<file path="config.mk">
export PLATFORM = sky130hd
export DESIGN_NAME = mpe_section_to_ethernet
export DESIGN_NICKNAME = d
export VERILOG_FILES = /design/src/mse_pkg.sv /design/src/mse_front.sv /design/src/mse_queue.sv /design/src/mse_back.sv /design/src/mpe_section_to_ethernet.sv
export SDC_FILE = /design/constraint.sdc
export NUM_CORES = 1
export LEC_CHECK = 0
export BUFFER_PORTS_ARGS = -buffer_cell sky130_fd_sc_hd__buf_2
export CORE_MARGIN = 2
export CORE_UTILIZATION = 48
export DETAILED_ROUTE_END_ITERATION = 10
export PLACE_DENSITY = 0.7
export SLEW_MARGIN = 20
export SYNTH_ARGS = -nofsm -noshare
export SYNTH_HDL_FRONTEND = slang
export SYNTH_SLANG_ARGS = --single-unit
</file>
<file path="constraint.sdc">
create_clock -name clk -period 5.55 [get_ports clk]
set_input_delay 0.2775 -clock clk [delete_from_list [all_inputs] [get_ports clk]]
set_output_delay 0.2775 -clock clk [all_outputs]
set_load 0.01 [all_outputs]
</file>
<file path="src/mse_pkg.sv">
// shared types and constants for the mpe section to ethernet converter
`default_nettype none

package mse_pkg;

  // result kind carried in tuser
  typedef enum logic [2:0] {
    OUT_FRAME     = 3'd0,
    OUT_SHORT     = 3'd1,
    OUT_SCRAMBLED = 3'd2,
    OUT_BAD_SNAP  = 3'd3,
    OUT_MULTI     = 3'd4
  } outcome_t;

  // work handed from the parser to the frame builder
  typedef enum logic [1:0] {
    CMD_PAYLOAD = 2'd0,
    CMD_HEADER  = 2'd1,
    CMD_DROP    = 2'd2
  } cmd_kind_t;

  typedef struct packed {
    cmd_kind_t  kind;
    logic [7:0] data;
    logic       last;
    outcome_t   reason;
  } cmd_t;

  // destination mac (6 bytes) then ethertype (2 bytes), index 0 goes out first
  typedef logic [7:0][7:0] hdr_bytes_t;

  localparam int unsigned HDR_LEN     = 14;
  localparam int unsigned IDX_SAT     = 24;
  localparam int unsigned START_PLAIN = 15;
  localparam int unsigned START_SNAP  = 23;

  localparam logic [7:0] SCRAMBLE_MASK = 8'h3c;

  // keep the lowest nonzero fault code
  function automatic outcome_t fault_merge(input outcome_t cur, input outcome_t code);
    fault_merge = (cur == OUT_FRAME || code < cur) ? code : cur;
  endfunction

endpackage

`default_nettype wire

</file>
<file path="src/mse_front.sv">
// section parser: tracks byte position, captures header fields, issues commands
`default_nettype none

module mse_front
  import mse_pkg::*;
(
  input  wire logic       clk,
  input  wire logic       rst,
  input  wire logic       in_valid,
  output logic            in_ready,
  input  wire logic [7:0] in_byte,
  input  wire logic       in_last,
  input  wire logic       q_full,
  output logic            push,
  output cmd_t            push_cmd,
  input  wire logic       hdr_take,
  output hdr_bytes_t      hdr_slot
);

  logic [4:0] byte_index;
  logic       snap_mode;
  outcome_t   drop_reason;
  logic       frame_started;
  logic       hdr_busy;
  hdr_bytes_t header_capture;
  logic [3:0][7:0] payload_delay;

  logic       accept;
  logic       hdr_need;
  logic [4:0] start_at;
  outcome_t   reason_a;
  outcome_t   reason_b;

  function automatic logic [7:0] snap_byte(input logic [4:0] idx);
    case (idx)
      5'd12, 5'd13: snap_byte = 8'haa;
      5'd14:        snap_byte = 8'h03;
      default:      snap_byte = 8'h00;
    endcase
  endfunction

  always_comb begin
    start_at = snap_mode ? 5'(START_SNAP) : 5'(START_PLAIN);
    hdr_need = !frame_started && (drop_reason == OUT_FRAME) && (byte_index == start_at);

    reason_a = drop_reason;
    if (byte_index == 5'd5 && (in_byte & SCRAMBLE_MASK) != 8'h00) begin
      reason_a = fault_merge(reason_a, OUT_SCRAMBLED);
    end
    if (byte_index == 5'd7 && in_byte != 8'h00) begin
      reason_a = fault_merge(reason_a, OUT_MULTI);
    end
    if (snap_mode && byte_index >= 5'd12 && byte_index <= 5'd17 &&
        in_byte != snap_byte(byte_index)) begin
      reason_a = fault_merge(reason_a, OUT_BAD_SNAP);
    end

    reason_b = reason_a;
    if (byte_index < 5'(START_PLAIN)) begin
      reason_b = fault_merge(reason_b, OUT_SHORT);
    end else if (snap_mode && byte_index < 5'(START_SNAP)) begin
      reason_b = fault_merge(reason_b, OUT_BAD_SNAP);
    end

    in_ready = !q_full && !(hdr_need && hdr_busy);
    accept   = in_valid && in_ready;
    push     = accept && (frame_started || hdr_need || in_last);

    if (frame_started) begin
      push_cmd = '{kind: CMD_PAYLOAD, data: payload_delay[0], last: in_last,
                   reason: OUT_FRAME};
    end else if (hdr_need) begin
      push_cmd = '{kind: CMD_HEADER, data: 8'h00, last: in_last, reason: OUT_FRAME};
    end else begin
      push_cmd = '{kind: CMD_DROP, data: 8'h00, last: 1'b1, reason: reason_b};
    end
  end

  // delay line, header capture and header hand-off slot
  always_ff @(posedge clk) begin
    if (accept) begin
      payload_delay <= {in_byte, payload_delay[3:1]};
      case (byte_index)
        5'd3:  header_capture[5] <= in_byte;
        5'd4:  header_capture[4] <= in_byte;
        5'd8:  header_capture[3] <= in_byte;
        5'd9:  header_capture[2] <= in_byte;
        5'd10: header_capture[1] <= in_byte;
        5'd11: header_capture[0] <= in_byte;
        5'd12: begin
          if (!snap_mode) begin
            header_capture[6] <= (in_byte[7:4] == 4'h6) ? 8'h86 : 8'h08;
            header_capture[7] <= (in_byte[7:4] == 4'h6) ? 8'hdd : 8'h00;
          end
        end
        5'd18: begin
          if (snap_mode) begin
            header_capture[6] <= in_byte;
          end
        end
        5'd19: begin
          if (snap_mode) begin
            header_capture[7] <= in_byte;
          end
        end
        default: ;
      endcase
      if (hdr_need) begin
        hdr_slot <= header_capture;
      end
    end
  end

  // section tracking
  always_ff @(posedge clk) begin
    if (rst) begin
      byte_index    <= '0;
      snap_mode     <= 1'b0;
      drop_reason   <= OUT_FRAME;
      frame_started <= 1'b0;
      hdr_busy      <= 1'b0;
    end else begin
      if (accept && hdr_need) begin
        hdr_busy <= 1'b1;
      end else if (hdr_take) begin
        hdr_busy <= 1'b0;
      end
      if (accept) begin
        if (in_last) begin
          byte_index    <= '0;
          snap_mode     <= 1'b0;
          drop_reason   <= OUT_FRAME;
          frame_started <= 1'b0;
        end else begin
          if (byte_index < 5'(IDX_SAT)) begin
            byte_index <= byte_index + 5'd1;
          end
          if (byte_index == 5'd5) begin
            snap_mode <= in_byte[1];
          end
          drop_reason   <= reason_a;
          frame_started <= frame_started || hdr_need;
        end
      end
    end
  end

endmodule

`default_nettype wire

</file>
<file path="src/mse_queue.sv">
// command queue between the parser and the frame builder
`default_nettype none

module mse_queue
  import mse_pkg::*;
#(
  parameter int unsigned DEPTH = 16
) (
  input  wire logic clk,
  input  wire logic rst,
  input  wire logic push,
  input  wire cmd_t push_cmd,
  input  wire logic pop,
  output cmd_t      head,
  output logic      full,
  output logic      empty
);

  localparam int unsigned PW = (DEPTH > 1) ? $clog2(DEPTH) : 1;
  localparam int unsigned CW = $clog2(DEPTH + 1);

  cmd_t          slots [DEPTH];
  logic [PW-1:0] wr_ptr;
  logic [PW-1:0] rd_ptr;
  logic [CW-1:0] count;

  assign full  = (count == CW'(DEPTH));
  assign empty = (count == '0);
  assign head  = slots[rd_ptr];

  always_ff @(posedge clk) begin
    if (push) begin
      slots[wr_ptr] <= push_cmd;
    end
  end

  always_ff @(posedge clk) begin
    if (rst) begin
      wr_ptr <= '0;
      rd_ptr <= '0;
      count  <= '0;
    end else begin
      if (push) begin
        wr_ptr <= (wr_ptr == PW'(DEPTH - 1)) ? '0 : wr_ptr + 1'b1;
      end
      if (pop) begin
        rd_ptr <= (rd_ptr == PW'(DEPTH - 1)) ? '0 : rd_ptr + 1'b1;
      end
      case ({push, pop})
        2'b10:   count <= count + 1'b1;
        2'b01:   count <= count - 1'b1;
        default: ;
      endcase
    end
  end

endmodule

`default_nettype wire

</file>
<file path="src/mse_back.sv">
// frame builder: expands commands into output words behind an output register
`default_nettype none

module mse_back
  import mse_pkg::*;
(
  input  wire logic       clk,
  input  wire logic       rst,
  input  wire logic       q_empty,
  input  wire cmd_t       q_head,
  output logic            pop,
  input  wire hdr_bytes_t hdr_slot,
  output logic            hdr_take,
  output logic            m_axis_tvalid,
  input  wire logic       m_axis_tready,
  output logic [7:0]      m_axis_tdata,
  output logic            m_axis_tlast,
  output logic [2:0]      m_axis_tuser
);

  hdr_bytes_t hdr_reg;
  logic       hdr_active;
  logic       hdr_last;
  logic [3:0] hdr_cnt;
  outcome_t   out_code;
  logic       load;

  // header word order: dest mac, six zero bytes of source mac, ethertype
  function automatic logic [7:0] hdr_pick(input hdr_bytes_t h, input logic [3:0] cnt);
    if (cnt < 4'd6) begin
      hdr_pick = h[cnt[2:0]];
    end else if (cnt < 4'd12) begin
      hdr_pick = 8'h00;
    end else begin
      hdr_pick = h[{2'b11, cnt[0]}];
    end
  endfunction

  assign load         = !m_axis_tvalid || m_axis_tready;
  assign pop          = load && !hdr_active && !q_empty;
  assign hdr_take     = pop && (q_head.kind == CMD_HEADER);
  assign m_axis_tuser = out_code;

  always_ff @(posedge clk) begin
    if (rst) begin
      m_axis_tvalid <= 1'b0;
      hdr_active    <= 1'b0;
      hdr_cnt       <= '0;
    end else if (load) begin
      if (hdr_active) begin
        m_axis_tvalid <= 1'b1;
        m_axis_tdata  <= hdr_pick(hdr_reg, hdr_cnt);
        m_axis_tlast  <= (hdr_cnt == 4'(HDR_LEN - 1)) && hdr_last;
        out_code      <= OUT_FRAME;
        hdr_cnt       <= hdr_cnt + 4'd1;
        if (hdr_cnt == 4'(HDR_LEN - 1)) begin
          hdr_active <= 1'b0;
        end
      end else if (!q_empty) begin
        m_axis_tvalid <= 1'b1;
        unique case (q_head.kind)
          CMD_PAYLOAD: begin
            m_axis_tdata <= q_head.data;
            m_axis_tlast <= q_head.last;
            out_code     <= OUT_FRAME;
          end
          CMD_HEADER: begin
            hdr_reg      <= hdr_slot;
            hdr_last     <= q_head.last;
            hdr_active   <= 1'b1;
            hdr_cnt      <= 4'd1;
            m_axis_tdata <= hdr_slot[0];
            m_axis_tlast <= 1'b0;
            out_code     <= OUT_FRAME;
          end
          default: begin
            m_axis_tdata <= 8'h00;
            m_axis_tlast <= 1'b1;
            out_code     <= q_head.reason;
          end
        endcase
      end else begin
        m_axis_tvalid <= 1'b0;
      end
    end
  end

endmodule

`default_nettype wire

</file>
<file path="src/mpe_section_to_ethernet.sv">
// top level of the mpe section to ethernet frame converter
//
//  channel  dir  tdata          tlast      tuser
//  s_axis   in   section byte   last byte  -
//  m_axis   out  frame byte     last word  outcome (3 bits)
//
// one section byte is taken per cycle; the parser turns each byte into at most one
// command, and the frame builder drains one command word per cycle while the output
// is not stalled, except a header command, which expands into 14 header words
// a header burst is absorbed by the command queue; the input stalls only when the
// queue is full or a second header is due before the builder took the first one
// rst is synchronous and clears the section tracking, queue pointers and output valid
`default_nettype none

module mpe_section_to_ethernet
  import mse_pkg::*;
#(
  parameter int unsigned QUEUE_DEPTH = 16
) (
  input  wire logic       clk,
  input  wire logic       rst,
  input  wire logic       s_axis_tvalid,
  output logic            s_axis_tready,
  input  wire logic [7:0] s_axis_tdata,   // [7:0] in_byte
  input  wire logic       s_axis_tlast,
  output logic            m_axis_tvalid,
  input  wire logic       m_axis_tready,
  output logic [7:0]      m_axis_tdata,   // [7:0] out_byte
  output logic            m_axis_tlast,
  output logic [2:0]      m_axis_tuser    // [2:0] outcome
);

  // parser to queue
  logic       push;
  cmd_t       push_cmd;
  // queue to builder
  cmd_t       q_head;
  logic       q_full;
  logic       q_empty;
  logic       pop;
  // header snapshot hand-off
  hdr_bytes_t hdr_slot;
  logic       hdr_take;

  mse_front u_front (
    .clk      (clk),
    .rst      (rst),
    .in_valid (s_axis_tvalid),
    .in_ready (s_axis_tready),
    .in_byte  (s_axis_tdata),
    .in_last  (s_axis_tlast),
    .q_full   (q_full),
    .push     (push),
    .push_cmd (push_cmd),
    .hdr_take (hdr_take),
    .hdr_slot (hdr_slot)
  );

  mse_queue #(
    .DEPTH (QUEUE_DEPTH)
  ) u_queue (
    .clk      (clk),
    .rst      (rst),
    .push     (push),
    .push_cmd (push_cmd),
    .pop      (pop),
    .head     (q_head),
    .full     (q_full),
    .empty    (q_empty)
  );

  mse_back u_back (
    .clk           (clk),
    .rst           (rst),
    .q_empty       (q_empty),
    .q_head        (q_head),
    .pop           (pop),
    .hdr_slot      (hdr_slot),
    .hdr_take      (hdr_take),
    .m_axis_tvalid (m_axis_tvalid),
    .m_axis_tready (m_axis_tready),
    .m_axis_tdata  (m_axis_tdata),
    .m_axis_tlast  (m_axis_tlast),
    .m_axis_tuser  (m_axis_tuser)
  );

endmodule

`default_nettype wire
</file>
# Word level (Yosys, flattened, before mapping)
# Memory sizes are Yosys's and may differ from the RTL's. A register that Yosys moved wholly into a read port is not among the register bits.
# Index checks and enable logic that the tools add are counted.
# Widths: inputs -> output; s select.
[op_classes]
add_sub_neg = 6
order_cmp = 14
n_eq_ne = 27
mux = 58
bitwise_logic = 3
n_reduce_logical = 62
[op_table]
columns = ["operator", "count"]
rows = [
  ["$mux 8", 10],
  ["$pmux 8 s2", 4],
  ["$mux 3", 13],
  ["$eq 5x4->1 const B", 7],
  ["$mux 14", 2],
  ["$mux 4", 7],
  ["$bmux 8 s3", 1],
  ["$reduce_and 2->1", 9],
  ["$logic_and 1x1->1", 17],
  ["$mux 16", 1],
  ["$reduce_bool 8->1", 2],
  ["$eq 5x3->1 const B", 3],
  ["$eq 5x5->1 const B", 3],
  ["$mux 1", 15],
  ["$mux 5", 3],
  ["$reduce_bool 2->1", 7],
  ["$add 4x1->4 const B", 3],
  ["$eq 4x4->1 const B", 3],
  ["$logic_not 3->1", 4],
  ["$add 5x1->5 const B", 2],
  ["$lt 5x5->1 const B", 2],
  ["$pmux 5 s2", 1],
  ["$lt 2x3->1 const A", 3],
  ["$logic_or 1x1->1", 8],
  ["26 further kinds", 40],
]
[totals]
reg_bits = 267
ramBits = 224
inputBits = 13
output_inout_bits = 14
memories = 1
[memory_table]
columns = ["memory", "words", "width", "rd", "rd_ports_with_merged_regs", "write_ports", "line_no", "rtl"]
rows = [
  ["u_queue.slots", 16, 14, 1, 1, 1, "mse_queue.sv:22", "cmd_t slots [DEPTH];"],
]

# Longest topological paths before layout
# Gate-level depths: netlist of run 1.
[depth]
ltp_word = 19
mapped_depth = 15

# Cells and area by module
# Synthesis of run 1 repeated with hierarchy kept, for this count alone.
[hier_totals]
cells_unflattened = 1026
area_unflattened_um2 = 18929.4
[modules_own_cells]
columns = ["module", "n_inst", "cells_each", "area_per_inst_um2", "seq_area_each_um2"]
rows = [
  ["mse_queue", 1, 464, 9382.7, 7066.8],
  ["mse_front", 1, 342, 6130.9, 5024.8],
  ["mse_back", 1, 220, 3415.8, 2432.3],
]

# Least setup slack after synthesis of run 1
# Ideal clock, no wire load.
[synth_timing]
kind = "register to register"
startpoint = "register with a tool-made name"
endpoint = "register u_back.hdr_last, enable pin"
setup_time_ps = 489
arrival_time_ps = 4322
t_required_ps = 5061
slack_ps = 739
path_stages_with_launch = 8
path_buffers = 2
path_cell_list = "dfxtp_1 -> buf_6 -> mux4_2 -> a22oi_1 -> and3_1 -> buf_2 -> nand3_1 -> nor2_1"
[synth_rtl]
columns = ["item", "line_no", "rtl"]
rows = [
  ["end signal, assigned", "mse_back.sv:69", "hdr_last <= q_head.last;"],
  ["end, declared", "mse_back.sv:23", "logic hdr_last;"],
]

# Final worst setup path of run 1
[layout_timing]
startpoint = "register u_front.byte_index[0]"
endpoint = "register u_queue.count[4]"
[layout_via]
elab_chain_cells = 9
[layout_lines]
columns = ["item", "line_no", "rtl"]
rows = [
  ["start, declared", "mse_front.sv:20", "logic [4:0] byte_index;"],
  ["start signal, assigned", "mse_front.sv:136", "byte_index <= byte_index + 5'd1;"],
  ["$eq 5x5->1 (*)", "mse_front.sv:44", "hdr_need = !frame_started && (drop_reason == OUT_FRAME) && (byte_index == start_at);"],
  ["$logic_and 1x1->1 (*)", "mse_front.sv:44", ""],
  ["$logic_and 1x1->1", "mse_front.sv:65", "in_ready = !q_full && !(hdr_need && hdr_busy);"],
  ["$logic_not 1->1", "mse_front.sv:65", ""],
  ["$logic_and 1x1->1", "mse_front.sv:65", ""],
  ["$logic_and 1x1->1", "mse_front.sv:66", "accept = in_valid && in_ready;"],
  ["$logic_and 1x1->1 (*)", "mse_front.sv:67", "push = accept && (frame_started || hdr_need || in_last);"],
  ["$eq 2x1->1 / $eq 2x2->1 (equally long branches)", "mse_queue.sv:49", "case ({push, pop})"],
  ["$pmux 5 s2 / $reduce_bool 2->1 (equally long branches)", "-", ""],
  ["end signal, assigned", "mse_queue.sv:50", "2'b10: count <= count + 1'b1;"],
  ["end signal, assigned", "mse_queue.sv:51", "2'b01: count <= count - 1'b1;"],
  ["end, declared", "mse_queue.sv:25", "logic [CW-1:0] count;"],
]
# Mark *: on every way between the ends. The rest lies on a longest branch, timed or not.
# A chain may end at the register's enable or synchronous reset.

==> results.toml, run 1 <==
[critical_path]
cp.required_ns = 5.98
cpPeakStageDelay_ns = 0.59
r2r_start = "u_front.byte_index[0]$_SDFFE_PP0P_"
r2r_slack_ns = 1.35
cp_max_fo = 23
cp.arrival_ns = 4.63
crit_start = "u_front.byte_index[0]$_SDFFE_PP0P_"
cp_cell_sequence = "ha_1 -> nor4b_1 -> o2111a_1 -> buf_4 -> a221o_1 -> a21oi_2 -> inv_1 -> ha_1 -> inv_1 -> fa_1 -> nor2b_1 -> o21ai_0 -> and3_1 -> nor3_1 -> xnor2_1 -> nor2_1"
rr_worst_depth = 16
setup.worst_path.end_class = "flop"
r2r_end = "u_queue.count[4]$_SDFFE_PP0P_"
crit_path_start_kind = "flop"
worstSetupPathType = "flop to flop"
critPathSlowestCell = "a221o_1"
endpoint = "u_queue.count[4]$_SDFFE_PP0P_"

[floorplan]
start_util_pct = 48.64
ios = 27
num_rows = 72
die_w_um = 202.1
die_area_um2 = 40850
fp.coreArea_um2 = 38740
die_h_um = 202.1

[clocking]
cts_hold_buf = 0
ctsLongestPathBuffers = 3
clock-sinks = 495
worstSkewPairLatency_ns = 0.59
cts_made_buffers = 48
cts_tree = "done"
post_cts.repair.setup_buffers = 0
root_buffer = "clkbuf_16"
clk_pin_slew_ns = 0.06
h-tree-depth = 2
cts_resized = 0

[finish]
multi_input_area_um2 = 4064
nets = 1073
area_growth_pct = 12.32
layout_commonest_cell = "edfxtp_1"
layout_common_cells = "edfxtp_1 (461), nand2_1 (50), clkbuf_16 (49), nor2_1 (45), mux4_2 (44)"
regArea_um2 = 14530
drive_gt1_share_pct = 18.70
fillCellCount = 2968
regMostFlops = "u_queue.slots"
largest_reg_flops = 224

[synth]
ys_top_cells_by_area = "edfxtp_1 (73%), mux4_2 (5.3%), mux4_1 (4.5%), dfxtp_1 (3.6%), ha_1 (1.0%)"
ys.flop_type = "edfxtp_1"
ys_types = 59
synth.ff_latch_count = 495
syn_nets = 1007
synth_warnings = 0
yosys.area.top_type = "edfxtp_1"
synthCells = 978
yosysSeqAreaShare_pct = 77.08
synth-edff-count = 461
avgSynthCellArea_um2 = 19.27
syn-cell-area_um2 = 18840
async_flop_share_pct = 0
yosysTopAreaCellShare_pct = 73.47

[placed_design]
place.gp.congestion = 0.8434
dp_hpwl_um = 22510
post-place-ws_ns = 1.398
numPortBuffers = 26

[power_and_ir_drop]
powerDensity_nw_per_um2 = 388.0
leakage_nw = 7.209
max-vdd-ir-drop_uv = 280.8

[timing]
finalSetupViolCount = 0
finalCriticalPeriod_ns = 4.201
maxSlewViolCount = 0
finalSetupTns_ns = 0
max_freq_ghz = 0.2381
setup_slack_ns = 1.349
whs_ns = 0.09643
slew_headroom_pct = 29.02
hold_viol_final = 0
post-route-period-util_pct = 75.69
worstMarginPinSlew_ns = 1.057
rsz0062_at_grt = "false"
fin_worst_skew_ns = 0.03287

[routing]
vias = 9011
wl_um = 36460
drc_errors = 0
vias_per_cell = 5.632
first_iter_violations = 912
wire_per_inst_um = 22.79
ant_nets = 0
firstDrtPassIters = 5

[worst_hold_path]
holdCritStartpoint = "s_axis_tdata[6]"
hp-class = "input port to flop"

[run]
cap_violations = 0

[global_routing]
grt_util_all_layers_pct = 18.30
grt_pass1_vias = 9187
grt_max_degree = 66
grt-ovfl-total = 0
antenna_found_initial = 4
grt_pass1_wl_um = 55330

[run_status]
outcome = "completed"
power by group:
group	total, mW	switching [mW]	internal (mW)
sequential	4.32	0.157	4.16
clock	3.04	1.33	1.71
combinational	0.852	0.429	0.423
worst max-delay path, delay by kind of cell (launching register included):
kind / cells / cell delay, ns
compound gates: 4 / 1.11
xor+xnor: 1 / 0.14
fa+ha+maj: 3 / 1.02
buf+inv: 3 / 0.45
flops: 1 / 0.49
simple gates: 5 / 0.82
per-stage QoR:
stage               instance area, µm²  std cells  util, %  power [mW]
floorplan                        18840        978        -       5.015
global placement                 19690       1512    50.84       5.241
detailed placement               19690       1512    50.84       5.254
CTS                              21160       1598    54.62       8.277
global route                     21160       1599    54.63       8.503
finish                           21160       1600    54.63       8.211
Yosys cell counts (12+ instances only):
cell / instances
clkbuf_1: 25
o21ai_0: 26
dfxtp_1: 34
ha_1: 15
nor3_1: 14
nor2_1: 46
mux4_1: 32
nand2_1: 50
mux4_2: 44
edfxtp_1: 461
nand3_1: 12
inv_1: 19
mux2_2: 16
a21oi_1: 33
a22o_1: 16
and2_1: 15
cell families (layout without fill, tap and decap cells):
group,Yosys count,count (layout),share of synthesized area [%]
AOI/OAI and AO/OA,105,105,3.586
DFF,495,495,77.08
xor gates and xnor gates,7,7,0.3254
and+or+nand+nor,189,189,5.053
adders and majority gates,16,16,1.102
buffers and inverters,63,165,1.587
other,0,2,0
muxes,103,103,11.26
layout make-up:
cell class                 count  share of cell area, %
inverter                      20                 0.3547
clock buffer                  56                  5.918
multi-input combinational    420                  19.20
antenna                        2                0.02365
tap                          518                  3.063
clock inverter                30                 0.9992
sequential                   495                  68.65
timing repair buffer          59                  1.786
metal layers:
metal	routed length [µm]	global-route usage [%]	vias up
li1	-	-	4058
met1	15580	25.27	4590
met2	17690	29.80	304
met3	2211	3.354	59
met4	969	5.970	0
met5	0	0	-
worst min-delay path by stage:
stage	endpoint	slack [ns]	cells after the start
after floorplan	u_front.header_capture[0]$_DFFE_PP_	0.38	0
after global placement	u_back.hdr_reg[34]$_DFFE_PP_	0.40	0
after detailed placement	u_back.hdr_reg[10]$_DFFE_PP_	0.40	0
after CTS	u_front.payload_delay[30]$_DFFE_PP_	0.08	1
after global routing	u_front.payload_delay[30]$_DFFE_PP_	0.09	1
final	u_front.payload_delay[30]$_DFFE_PP_	0.1	1
No activity file was read; power rests on OpenSTA's default activity.
==> run 2: changes to the inputs <==
- PLACE_DENSITY: 0.7 -> 0.73
- clock period: 5.55 -> 3.5 ns (I/O delays scaled with it)
==> results.toml, run 2 (synthesis results as in run 1) <==
[critical_path]
rr_worst_depth = 16
cpPeakStageDelay_ns = 0.45
cp_cell_sequence = "ha_1 -> nor4b_2 -> o2111a_2 -> buf_8 -> a221o_1 -> a21oi_2 -> inv_1 -> ha_2 -> inv_1 -> fa_1 -> nor2b_1 -> o21ai_0 -> and3_1 -> nor3_1 -> xnor2_1 -> nor2_1"
r2r_slack_ns = 0.23
r2r_start = "u_front.byte_index[0]$_SDFFE_PP0P_"
crit_path_frequent_cell = "inv_1"
cp.required_ns = 3.91
crit_path_start_kind = "flop"
cp_max_fo = 22
cp.arrival_ns = 3.68
critPathSlowestCell = "fa_1"
setup.worst_path.end_class = "flop"
worstSetupPathType = "flop to flop"
r2r_end = "u_queue.count[4]$_SDFFE_PP0P_"

[routing]
vias_per_cell = 5.763
ant_nets = 0
wire_per_inst_um = 22.73
drc_errors = 0
vias = 9365
first_iter_violations = 951
wl_um = 36930
firstDrtPassIters = 5

[worst_hold_path]
holdCritStartpoint = "s_axis_tdata[6]"
hp-class = "input port to flop"
worstHoldEndpoint = "u_front.header_capture[6]$_DFFE_PP_"
worstHoldPathCells = 1

[placed_design]
post-place-ws_ns = 0.1170
numPortBuffers = 26
dp_hpwl_um = 22520
placed_area_um2 = 19990
place.gp.congestion = 0.8344

[floorplan]
die_h_um = 202.1
die_w_um = 202.1
num_rows = 72
die_area_um2 = 40850
fp.coreArea_um2 = 38740
ios = 27
start_util_pct = 48.64

[clocking]
ctsLongestPathBuffers = 3
cts_tree = "done"
h-tree-depth = 2
worstSkewPairLatency_ns = 0.55
clk_pin_slew_ns = 0.06
clock-sinks = 495
root_buffer = "clkbuf_16"
cts_made_buffers = 48

[finish]
drive_gt1_share_pct = 21.41
regMostFlops = "u_queue.slots"
num_antenna_cells = 0
fillCellCount = 2810
area_growth_pct = 14.08
nets = 1105
largest_reg_flops = 224
layout_commonest_cell = "edfxtp_1"
fin_area_um2 = 21500
layout_common_cells = "edfxtp_1 (461), buf_4 (59), nand2_1 (50), clkbuf_16 (49)"

[power_and_ir_drop]
powerDensity_nw_per_um2 = 612.1
max-vdd-ir-drop_uv = 315.8
leakage_nw = 7.409
p_total_mw = 13.16

[run]
cap_violations = 0

[timing]
maxSlewViolCount = 0
slew_headroom_pct = 28.13
post-route-period-util_pct = 93.50
hold_viol_final = 0
finalSetupTns_ns = 0
max_freq_ghz = 0.3056
finalSetupViolCount = 0
rsz0062_at_grt = "false"
setup_slack_ns = 0.2276
worstMarginPinSlew_ns = 1.072
fin_worst_skew_ns = 0.01648
finalCriticalPeriod_ns = 3.272

[global_routing]
antenna_found_initial = 1
grt_util_all_layers_pct = 18.40
grt_max_degree = 66
grt_pass1_wl_um = 56160
grt_pass1_vias = 9221
grt-ovfl-total = 0

[run_status]
outcome = "completed"
-- run 2: changes by cell type in the layout (fill, tap and decap cells not counted), sizes merged, moves of 2 or more --
cell      delta
inv          -2
buf         +31
clkinv       -6
clkbuf       +5
diode        -2
clkinvlp     -3
-- run 2: critical path, delay by kind of cell (launching register included) --
family	cells	cell delay (ns)
AOI/OAI and AO/OA	4	0.67
buffers and inverters	3	0.34
and+or+nand+nor	5	0.80
DFF	1	0.33
adders and majority gates	3	0.85
xor gates and xnor gates	1	0.14
-- run 2: report_power, final --
part           internal (mW)  leakage [nW]  switching (mW)  total [mW]
combinational          0.740          1.91           0.805        1.55
sequential              6.60          4.77           0.154        6.76
clock                   2.83         0.729            2.03        4.86
-- run 2: layer usage --
layer  track usage [%]  up-vias  routed length [µm]
met1             26.25     4770               15420
met4             5.501        2                 888
met3             3.370       71                2887
met5                 0        -                  11
met2             29.31      403               17720
li1                  -     4119                   -
-- run 2: timing repair --
action / in CTS / in global routing
setup endpoints to repair: 0 / 1
resized for setup: 0 / 5
setup buffers: 0 / 0
hold endpoints to repair: 6 / 0
hold buffers: 1 / 0
-- run 2: metrics by stage --
step | util, % | hold WS (ns) | instances
final | 55.49 | 0.02882 | 1625
after global routing | 55.49 | 0.01706 | 1625
after CTS | 55.44 | 0.004708 | 1625
after detailed placement | 51.60 | 0.4045 | 1543
after global placement | 51.60 | 0.4002 | 1543
after floorplan | - | 0.2739 | 978
-- run 2: worst max path at each step --
stage,startpoint,endpoint,slack [ns],cells past startpoint
2_1_floorplan,u_front.byte_index[0]$_SDFFE_PP0P_,u_queue.count[4]$_SDFFE_PP0P_,0.12,15
3_3_place_gp,u_front.byte_index[0]$_SDFFE_PP0P_,u_queue.count[4]$_SDFFE_PP0P_,0.22,16
3_5_place_dp,u_front.byte_index[0]$_SDFFE_PP0P_,u_queue.count[4]$_SDFFE_PP0P_,0.12,16
4_1_cts,u_front.byte_index[0]$_SDFFE_PP0P_,u_queue.count[4]$_SDFFE_PP0P_,0.09,16
5_1_grt,u_front.byte_index[0]$_SDFFE_PP0P_,u_queue.count[4]$_SDFFE_PP0P_,0.005,16
6_report,u_front.byte_index[0]$_SDFFE_PP0P_,u_queue.count[4]$_SDFFE_PP0P_,0.23,16
-- run 2: layout make-up --
class	instances	area (µm²)	share of cell area, %
clock buffer	61	1301	6.054
multi-input combinational	420	4089	19.02
inverter	20	75.07	0.3492
sequential	495	14530	67.59
timing repair buffer	91	678.2	3.155
clock inverter	20	175.2	0.8149
tap	518	648.1	3.015
